===== src/rtl/assert_macros.svh =====
`ifndef ASSERT_MACROS_SVH
`define ASSERT_MACROS_SVH

// Check the consequent in the same cycle as the antecedent.
`define ASSERT_IMPL(label, ante, cons, msg) \
	label: assert property (@(posedge clk) disable iff (!arst_n) (ante) |-> (cons)) \
		else $error(msg);

// Check the consequent in the cycle after the antecedent.
`define ASSERT_NEXT(label, ante, cons, msg) \
	label: assert property (@(posedge clk) disable iff (!arst_n) (ante) |=> (cons)) \
		else $error(msg);

`endif


===== src/rtl/rhc_pkg.sv =====
package rhc_pkg;

	localparam int CHAN_W = 8;
	localparam int HUE_W = 15;
	localparam int PCT_W = 14;
	localparam int S_TDATA_W = 24;
	localparam int M_TDATA_W = 48;

	localparam int HUE_FRAC_BITS_DEF = 6;
	localparam int PCT_FRAC_BITS_DEF = 7;

	localparam int DEG_FULL = 360;
	localparam int DEG_GREEN = 120;
	localparam int DEG_BLUE = 240;
	localparam int DEG_SECTOR = 60;
	localparam int PCT_FULL = 100;
	localparam int CHAN_MAX = 255;

	// integer bits of the largest hue and percent quotients (below 512 and 128)
	localparam int HUE_INT_BITS = 9;
	localparam int PCT_INT_BITS = 7;
	localparam int HUE_BASE_W = 17;
	localparam int DEG_W = 9;

	localparam int LANES = 3;
	localparam int LANE_HUE = 0;
	localparam int LANE_SAT = 1;
	localparam int LANE_VAL = 2;

	typedef enum logic [1:0] {
		SECT_RED,
		SECT_GREEN,
		SECT_BLUE
	} sector_t;

	function automatic int div_steps(input int hue_frac, input int pct_frac);
		int h;
		int p;
		h = HUE_INT_BITS + hue_frac;
		p = PCT_INT_BITS + pct_frac;
		return (h > p) ? h : p;
	endfunction

	localparam int STEPS_DEF = div_steps(HUE_FRAC_BITS_DEF, PCT_FRAC_BITS_DEF);

endpackage


===== src/rtl/rhc_prep.sv =====
module rhc_prep #(
	parameter int HUE_FRAC_BITS = rhc_pkg::HUE_FRAC_BITS_DEF,
	parameter int PERCENT_FRAC_BITS = rhc_pkg::PCT_FRAC_BITS_DEF,
	parameter int NSTEP = rhc_pkg::STEPS_DEF,
	localparam int LW = 1 + 2 * rhc_pkg::CHAN_W + NSTEP
) (
	input  logic                       clk,
	input  logic                       arst_n,
	input  logic                       in_valid,
	output logic                       in_ready,
	input  logic [rhc_pkg::CHAN_W-1:0] red,
	input  logic [rhc_pkg::CHAN_W-1:0] green,
	input  logic [rhc_pkg::CHAN_W-1:0] blue,
	output logic                       out_valid,
	input  logic                       out_ready,
	output logic [LW-1:0]              out_lane [rhc_pkg::LANES]
);
	import rhc_pkg::*;

	localparam int NW = NSTEP + CHAN_W;

	typedef struct packed {
		logic              zero;
		logic [CHAN_W-1:0] div;
		logic [CHAN_W-1:0] rem;
		logic [NSTEP-1:0]  lq;
	} lane_t;

	logic              v_s1;
	logic [CHAN_W-1:0] cmax_s1;
	logic [CHAN_W-1:0] diff_s1;
	sector_t           sect_s1;
	logic [CHAN_W-1:0] pos_s1;
	logic [CHAN_W-1:0] neg_s1;
	logic              v_s2;
	lane_t             lane_s2 [LANES];

	logic              rdy_s1;
	logic              rdy_s2;
	logic [CHAN_W-1:0] cmax;
	logic [CHAN_W-1:0] cmin;
	sector_t           sect;
	logic [CHAN_W-1:0] pos;
	logic [CHAN_W-1:0] neg;
	logic [DEG_W-1:0]  offset;
	logic [HUE_BASE_W-1:0] hue_base;
	logic [NW-1:0]     hue_num;
	logic [NW-1:0]     sat_num;
	logic [NW-1:0]     val_num;
	lane_t             lane_nx [LANES];

	assign rdy_s2 = !v_s2 || out_ready;
	assign rdy_s1 = !v_s1 || rdy_s2;
	assign in_ready = rdy_s1;
	assign out_valid = v_s2;

	always_comb begin
		cmax = red;
		cmin = red;
		if (green > cmax) cmax = green;
		if (blue > cmax) cmax = blue;
		if (green < cmin) cmin = green;
		if (blue < cmin) cmin = blue;
		if (red >= green && red >= blue) begin
			sect = SECT_RED;
		end else if (green >= blue) begin
			sect = SECT_GREEN;
		end else begin
			sect = SECT_BLUE;
		end
		unique case (sect)
			SECT_RED: begin
				pos = green;
				neg = blue;
			end
			SECT_GREEN: begin
				pos = blue;
				neg = red;
			end
			SECT_BLUE: begin
				pos = red;
				neg = green;
			end
			default: begin
				pos = '0;
				neg = '0;
			end
		endcase
	end

	always_comb begin
		unique case (sect_s1)
			SECT_RED:   offset = DEG_W'(DEG_FULL);
			SECT_GREEN: offset = DEG_W'(DEG_GREEN);
			SECT_BLUE:  offset = DEG_W'(DEG_BLUE);
			default:    offset = '0;
		endcase
		hue_base = HUE_BASE_W'(offset) * HUE_BASE_W'(diff_s1)
			+ HUE_BASE_W'(DEG_SECTOR) * HUE_BASE_W'(pos_s1)
			- HUE_BASE_W'(DEG_SECTOR) * HUE_BASE_W'(neg_s1);
		hue_num = NW'(hue_base) << HUE_FRAC_BITS;
		sat_num = (NW'(PCT_FULL) * NW'(diff_s1)) << PERCENT_FRAC_BITS;
		val_num = (NW'(PCT_FULL) * NW'(cmax_s1)) << PERCENT_FRAC_BITS;

		lane_nx[LANE_HUE].zero = (diff_s1 == '0);
		lane_nx[LANE_HUE].div  = diff_s1;
		lane_nx[LANE_HUE].rem  = hue_num[NW-1:NSTEP];
		lane_nx[LANE_HUE].lq   = hue_num[NSTEP-1:0];
		lane_nx[LANE_SAT].zero = (cmax_s1 == '0);
		lane_nx[LANE_SAT].div  = cmax_s1;
		lane_nx[LANE_SAT].rem  = sat_num[NW-1:NSTEP];
		lane_nx[LANE_SAT].lq   = sat_num[NSTEP-1:0];
		lane_nx[LANE_VAL].zero = 1'b0;
		lane_nx[LANE_VAL].div  = CHAN_W'(CHAN_MAX);
		lane_nx[LANE_VAL].rem  = val_num[NW-1:NSTEP];
		lane_nx[LANE_VAL].lq   = val_num[NSTEP-1:0];
	end

	always_ff @(posedge clk or negedge arst_n) begin
		if (!arst_n) begin
			v_s1 <= 1'b0;
			v_s2 <= 1'b0;
		end else begin
			if (rdy_s1) v_s1 <= in_valid;
			if (rdy_s2) v_s2 <= v_s1;
		end
	end

	always_ff @(posedge clk) begin
		if (in_valid && rdy_s1) begin
			cmax_s1 <= cmax;
			diff_s1 <= cmax - cmin;
			sect_s1 <= sect;
			pos_s1  <= pos;
			neg_s1  <= neg;
		end
		if (v_s1 && rdy_s2) begin
			lane_s2 <= lane_nx;
		end
	end

	always_comb begin
		for (int i = 0; i < LANES; i++) begin
			out_lane[i] = lane_s2[i];
		end
	end

endmodule


===== src/rtl/rhc_div_cell.sv =====
`include "assert_macros.svh"

module rhc_div_cell #(
	parameter int NSTEP = rhc_pkg::STEPS_DEF,
	localparam int LW = 1 + 2 * rhc_pkg::CHAN_W + NSTEP
) (
	input  logic          clk,
	input  logic          arst_n,
	input  logic          up_valid,
	output logic          up_ready,
	input  logic [LW-1:0] up_lane [rhc_pkg::LANES],
	output logic          dn_valid,
	input  logic          dn_ready,
	output logic [LW-1:0] dn_lane [rhc_pkg::LANES]
);
	import rhc_pkg::*;

	typedef struct packed {
		logic              zero;
		logic [CHAN_W-1:0] div;
		logic [CHAN_W-1:0] rem;
		logic [NSTEP-1:0]  lq;
	} lane_t;

	logic          valid_q;
	lane_t         lane_q [LANES];
	lane_t         cur [LANES];
	lane_t         nxt [LANES];
	logic [CHAN_W:0] trial [LANES];
	logic [CHAN_W:0] diff [LANES];
	logic          ge [LANES];

	assign up_ready = !valid_q || dn_ready;
	assign dn_valid = valid_q;

	// one restoring step: bring down the next numerator bit, subtract if it fits
	always_comb begin
		for (int i = 0; i < LANES; i++) begin
			cur[i]   = lane_t'(up_lane[i]);
			trial[i] = {cur[i].rem, cur[i].lq[NSTEP-1]};
			diff[i]  = trial[i] - {1'b0, cur[i].div};
			ge[i]    = (trial[i] >= {1'b0, cur[i].div});
			nxt[i]   = cur[i];
			nxt[i].rem = ge[i] ? diff[i][CHAN_W-1:0] : trial[i][CHAN_W-1:0];
			nxt[i].lq  = {cur[i].lq[NSTEP-2:0], ge[i]};
			dn_lane[i] = lane_q[i];
		end
	end

	always_ff @(posedge clk or negedge arst_n) begin
		if (!arst_n) begin
			valid_q <= 1'b0;
		end else if (up_ready) begin
			valid_q <= up_valid;
		end
	end

	always_ff @(posedge clk) begin
		if (up_valid && up_ready) begin
			lane_q <= nxt;
		end
	end

	`ASSERT_IMPL(a_hue_rem_bound, valid_q && !lane_q[LANE_HUE].zero, lane_q[LANE_HUE].rem < lane_q[LANE_HUE].div, "hue remainder not below divisor")
	`ASSERT_IMPL(a_sat_rem_bound, valid_q && !lane_q[LANE_SAT].zero, lane_q[LANE_SAT].rem < lane_q[LANE_SAT].div, "saturation remainder not below divisor")
	`ASSERT_IMPL(a_val_rem_bound, valid_q, lane_q[LANE_VAL].rem < lane_q[LANE_VAL].div, "value remainder not below divisor")
	`ASSERT_NEXT(a_hold_stalled, valid_q && !dn_ready, valid_q, "stalled transaction dropped from cell")

endmodule


===== src/rtl/rhc_post.sv =====
module rhc_post #(
	parameter int HUE_FRAC_BITS = rhc_pkg::HUE_FRAC_BITS_DEF,
	parameter int NSTEP = rhc_pkg::STEPS_DEF,
	localparam int LW = 1 + 2 * rhc_pkg::CHAN_W + NSTEP
) (
	input  logic                      clk,
	input  logic                      arst_n,
	input  logic                      in_valid,
	output logic                      in_ready,
	input  logic [LW-1:0]             in_lane [rhc_pkg::LANES],
	output logic                      out_valid,
	input  logic                      out_ready,
	output logic [rhc_pkg::HUE_W-1:0] hue_out,
	output logic [rhc_pkg::PCT_W-1:0] saturation_out,
	output logic [rhc_pkg::PCT_W-1:0] value_out
);
	import rhc_pkg::*;

	localparam int QW = (NSTEP > HUE_W) ? NSTEP : HUE_W;
	localparam logic [NSTEP-1:0] HUE_WRAP = NSTEP'(DEG_FULL) << HUE_FRAC_BITS;

	typedef struct packed {
		logic              zero;
		logic [CHAN_W-1:0] div;
		logic [CHAN_W-1:0] rem;
		logic [NSTEP-1:0]  lq;
	} lane_t;

	logic             valid_q;
	logic [HUE_W-1:0] hue_q;
	logic [PCT_W-1:0] sat_q;
	logic [PCT_W-1:0] val_q;

	lane_t            lh;
	lane_t            ls;
	lane_t            lv;
	logic [NSTEP-1:0] hue_w;
	logic [QW-1:0]    hue_x;
	logic [QW-1:0]    sat_x;
	logic [QW-1:0]    val_x;

	assign in_ready = !valid_q || out_ready;
	assign out_valid = valid_q;
	assign hue_out = hue_q;
	assign saturation_out = sat_q;
	assign value_out = val_q;

	always_comb begin
		lh = lane_t'(in_lane[LANE_HUE]);
		ls = lane_t'(in_lane[LANE_SAT]);
		lv = lane_t'(in_lane[LANE_VAL]);
		if (lh.zero) begin
			hue_w = '0;
		end else if (lh.lq >= HUE_WRAP) begin
			hue_w = lh.lq - HUE_WRAP;
		end else begin
			hue_w = lh.lq;
		end
		hue_x = QW'(hue_w);
		sat_x = ls.zero ? '0 : QW'(ls.lq);
		val_x = QW'(lv.lq);
	end

	always_ff @(posedge clk or negedge arst_n) begin
		if (!arst_n) begin
			valid_q <= 1'b0;
		end else if (in_ready) begin
			valid_q <= in_valid;
		end
	end

	always_ff @(posedge clk) begin
		if (in_valid && in_ready) begin
			hue_q <= hue_x[HUE_W-1:0];
			sat_q <= sat_x[PCT_W-1:0];
			val_q <= val_x[PCT_W-1:0];
		end
	end

endmodule


===== src/rtl/rgb_to_hsv_converter.sv =====
// Pipeline: two setup stages, one divider cell per quotient bit, output register.
// Throughput: one pixel per cycle unless m_tready stalls the chain;
// each divider cell retires one quotient bit per lane.
// Ready ripples back through the cell chain, so bubbles collapse under backpressure.
// Reset: arst_n clears all valid flags at once; payload registers keep no reset value.
module rgb_to_hsv_converter #(
	parameter int HUE_FRAC_BITS = rhc_pkg::HUE_FRAC_BITS_DEF,
	parameter int PERCENT_FRAC_BITS = rhc_pkg::PCT_FRAC_BITS_DEF
) (
	input  logic                          clk,
	input  logic                          arst_n,
	input  logic                          s_tvalid,
	output logic                          s_tready,
	input  logic [rhc_pkg::S_TDATA_W-1:0] s_tdata,  // red_in, green_in, blue_in
	output logic                          m_tvalid,
	input  logic                          m_tready,
	output logic [rhc_pkg::M_TDATA_W-1:0] m_tdata   // hue_out, saturation_out, value_out, pad
);
	import rhc_pkg::*;

	localparam int NSTEP = div_steps(HUE_FRAC_BITS, PERCENT_FRAC_BITS);
	localparam int LW = 1 + 2 * CHAN_W + NSTEP;

	logic          valid [NSTEP+1];
	logic          ready [NSTEP+1];
	logic [LW-1:0] lane [NSTEP+1][LANES];

	logic [HUE_W-1:0] hue_out;
	logic [PCT_W-1:0] saturation_out;
	logic [PCT_W-1:0] value_out;

	rhc_prep #(
		.HUE_FRAC_BITS     (HUE_FRAC_BITS),
		.PERCENT_FRAC_BITS (PERCENT_FRAC_BITS),
		.NSTEP             (NSTEP)
	) u_prep (
		.clk       (clk),
		.arst_n    (arst_n),
		.in_valid  (s_tvalid),
		.in_ready  (s_tready),
		.red       (s_tdata[CHAN_W-1:0]),
		.green     (s_tdata[2*CHAN_W-1:CHAN_W]),
		.blue      (s_tdata[3*CHAN_W-1:2*CHAN_W]),
		.out_valid (valid[0]),
		.out_ready (ready[0]),
		.out_lane  (lane[0])
	);

	for (genvar k = 0; k < NSTEP; k++) begin : g_cell
		rhc_div_cell #(
			.NSTEP (NSTEP)
		) u_cell (
			.clk      (clk),
			.arst_n   (arst_n),
			.up_valid (valid[k]),
			.up_ready (ready[k]),
			.up_lane  (lane[k]),
			.dn_valid (valid[k+1]),
			.dn_ready (ready[k+1]),
			.dn_lane  (lane[k+1])
		);
	end

	rhc_post #(
		.HUE_FRAC_BITS (HUE_FRAC_BITS),
		.NSTEP         (NSTEP)
	) u_post (
		.clk            (clk),
		.arst_n         (arst_n),
		.in_valid       (valid[NSTEP]),
		.in_ready       (ready[NSTEP]),
		.in_lane        (lane[NSTEP]),
		.out_valid      (m_tvalid),
		.out_ready      (m_tready),
		.hue_out        (hue_out),
		.saturation_out (saturation_out),
		.value_out      (value_out)
	);

	assign m_tdata = M_TDATA_W'({value_out, saturation_out, hue_out});

endmodule

===== config.mk =====
export PLATFORM = sky130hd
export DESIGN_NAME = rgb_to_hsv_converter
export DESIGN_NICKNAME = d
export VERILOG_FILES = /design/src/rtl/rhc_pkg.sv /design/src/rtl/rhc_prep.sv /design/src/rtl/rhc_div_cell.sv /design/src/rtl/rhc_post.sv /design/src/rtl/rgb_to_hsv_converter.sv
export VERILOG_INCLUDE_DIRS = /design/src /design/src/rtl
export SDC_FILE = /design/constraint.sdc
export NUM_CORES = 2
export LEC_CHECK = 0
export BUFFER_PORTS_ARGS = -buffer_cell sky130_fd_sc_hd__buf_2
export CORE_ASPECT_RATIO = 1.1
export CORE_MARGIN = 5
export CORE_UTILIZATION = 60
export DETAILED_ROUTE_END_ITERATION = 8
export PLACE_DENSITY = 0.76
export SLEW_MARGIN = 20
export SYNTH_ARGS = -nofsm -noshare
export SYNTH_HDL_FRONTEND = slang
export SYNTH_SLANG_ARGS = --single-unit

===== constraint.sdc =====
create_clock -name clk -period 11.15 [get_ports clk]
set_input_delay 0.5575 -clock clk [delete_from_list [all_inputs] [get_ports clk]]
set_output_delay 0.5575 -clock clk [all_outputs]
set_load 0.02 [all_outputs]

==> results.toml <==
[logic_synthesis]
postSynthAreaPerCell_um2 = 13.55
yosys_warnings = 0
ys_seq_elements = 1067
synth_cell_type_count = 65
async_reset_ff_frac = 0.01687
synth_cells = 3869
yosys.area.top_type = "edfxtp_1"
synth_top_area_frac = 0.6011
ys.flop_type = "edfxtp_1"
synth_edf_count = 1049
seq_area_frac_synth = 0.6097
syn_area_um2 = 52410
yosys-top-cells-area = "edfxtp_1 60%, ha_1 10%, fa_1 4.0%"

[floorplanning]
start_util = 0.6057
die-area_um2 = 93360
die_h_um = 320.0
core_area_um2 = 86530
num_io_pins = 78
die_w_um = 291.8
num_rows = 113

[route]
routed_wl_um = 87100
dr_total_vias = 28490
drtPass1Iterations = 6
drcViolationCount = 0
vias_per_cell = 5.410
wire_per_inst_um = 16.54
ant_nets = 0
first_iter_violations = 1321

[timing]
finalSetupViolations = 0
fmax_mhz = 137.8
final_hold_viol_count = 0
grt_setup_unrepaired = "false"
max_slew_margin = 0.3984
final.min_clock_period_ns = 7.257
setup_tns_ns = 0
period_share = 0.6509
final.setup_skew_ns = 0.03865
worstMarginPinSlew_ns = 0.9025
finalMaxSlewViolations = 0

[setup_path]
timing.critical_path.mode_cell = "fa_1"
critPathTopFamily = "adder cells"
crit_arrival_ns = 7.66
worstSetupPathType = "register to register"
path_buf_inv = 4
cpPeakStageDelay_ns = 0.62
start_kind = "register"
endpoint_kind = "register"
critPathRequiredTime_ns = 11.55
path_max_fanout = 5
slowest_stage = "fa_1"

[placed_design]
placement.io_buffers = 72
dpl.hpwl_um = 62640
gp_congestion = 0.8639

[layout]
regArea_um2 = 31950
multi_input_area_um2 = 18490
layout.nets = 4601
fill_cells = 5958
n_antenna_cell = 0
area_growth_pct = 10.31
layout-drive-gt1-share = 0.09959

[clock_network]
cts_inserted_buffers = 102
clkSlewWorstSetupHoldPaths_ns = 0.07
clk_latency_ns = 0.68
clock-sinks = 1067
htree_levels = 3
cts_post_setup_buffers_inserted = 0
cts_tree = "yes"
cts_max_path_buffers = 3
root_buffer = "clkbuf_16"

[global_routing]
first_global_vias = 30250
overflow = 0
antenna_found_initial = 0
grt_max_degree = 72
grt_pass1_wl_um = 145900
track_usage = 0.1896

[worst_hold_path]
hold_path_class = "input pin to register"

[run]
max_cap_violations = 0

[run_status]
outcome = "finished, final reports clean"
==> synth_stat cells, drive strengths merged (2+ instances only) <==
cell / n
and3: 14
and4: 5
o21bai: 25
nand4: 56
dfrtp: 18
mux2i: 25
a31oi: 3
ha: 436
nor2b: 102
a21o: 47
nor3: 18
inv: 495
nor4: 2
nand2b: 75
nand3: 35
buf: 31
and2: 41
mux2: 73
a211oi: 10
edfxtp: 1049
a21boi: 56
nor2: 272
or2: 23
o22ai: 15
o31ai: 9
xnor2: 159
fa: 104
o21a: 9
or3: 4
a21oi: 242
nand2: 137
o21ai: 191
clkbuf: 5
xor2: 55
a2bb2oi: 19
==> cell families after synthesis <==
group | share of synthesized area
multiplexers | 0.02053
XOR/XNOR | 0.03576
other | 0.00007156
adder cells (fa/ha/maj) | 0.1438
buffers and inverters | 0.03956
AND/OR/NAND/NOR | 0.07399
flip-flops | 0.6097
AO/OA/AOI/OAI | 0.07659
==> final cells by class <==
type / count / area share
clock inverter: 67 / 0.01487
sequential: 1067 / 0.5527
tap: 1150 / 0.02489
clock buffer: 121 / 0.04662
timing repair buffer: 92 / 0.008874
inverter: 495 / 0.03214
multi-input combinational: 2275 / 0.3199
==> through the flow <==
stage	setup WS [ns]	hold slack (ns)	utilization	instances	area, um2
2_1_floorplan	4.281	0.2619	-	3873	52420
3_3_place_gp	4.017	0.4003	0.6268	5078	54240
3_5_place_dp	3.937	0.4045	0.6268	5078	54240
4_1_cts	3.887	0.04563	0.6680	5267	57800
5_1_grt	3.542	0.08767	0.6681	5267	57810
6_report	3.893	0.09102	0.6681	5267	57810
==> worst paths after layout <==
path                                              start                           end  slack [ns]  depth (start not counted)
max reg2reg                            u_prep.neg_s1[0]           u_prep.out_lane[86]        3.89                         25
max                                    u_prep.neg_s1[0]           u_prep.out_lane[86]        3.89                         25
min                                            s_tvalid                   u_prep.v_s1        0.09                          2
min reg2reg                g_cell[7].u_cell.dn_lane[69]  g_cell[8].u_cell.dn_lane[70]        0.41                          0
max in group asynchronous                        arst_n     g_cell[5].u_cell.dn_valid       10.48                          2
min in group asynchronous                        arst_n    g_cell[10].u_cell.dn_valid        0.35                          2
==> routing by layer <==
metal	global-route usage	routed length, um	up-vias	share of wire
met5	0	0	-	0
met4	0.08079	3659	0	0.042
met3	0.02373	2380	211	0.027
met2	0.3814	49910	437	0.57
met1	0.1951	31150	13810	0.36
li1	-	-	14040	-
==> placed cells by master (no fill, tap or decap), types with 13 or more instances in the layout <==
cell and count:
a21boi_0 43, a21o_1 47, a21oi_1 229, a2bb2oi_2 19
and2_1 33, and3_1 13, buf_2 72, buf_4 19
bufinv_16 15, clkbuf_1 13, clkbuf_16 103, clkinv_1 21
clkinv_2 17, dfrtp_1 18, edfxtp_1 1049, fa_1 104
ha_1 436, inv_1 494, mux2_2 67, mux2i_1 24
nand2_1 135, nand2b_1 75, nand3_1 35, nand4_1 55
nor2_1 269, nor2b_1 97, nor3_1 17, o21ai_0 166
o21ai_1 20, o21bai_1 24, o22ai_1 14, or2_2 23
xnor2_1 159, xor2_1 55
==> sequential cells by signal, summed over array words and instances (netlist names) <==
register / cells
u_prep.sect_s1: 2
g_cell.u_cell.dn_valid: 15
u_post.saturation_out: 14
u_prep.out_lane: 53
u_post.out_valid: 1
g_cell.u_cell.dn_lane: 919
u_prep.neg_s1: 8
u_prep.cmax_s1: 8
u_prep.v_s1: 1
u_prep.pos_s1: 8
u_post.value_out: 14
u_post.hue_out: 15
u_prep.diff_s1: 8
u_prep.out_valid: 1
==> timing repair <==
item	in CTS	in global routing
hold endpoints to repair	18	0
resized for setup	0	0
hold buffers	1	0
Power is left out: the tool's default activity adds up to more than one toggle a clock period on the data nets, which glitch-free logic cannot reach.
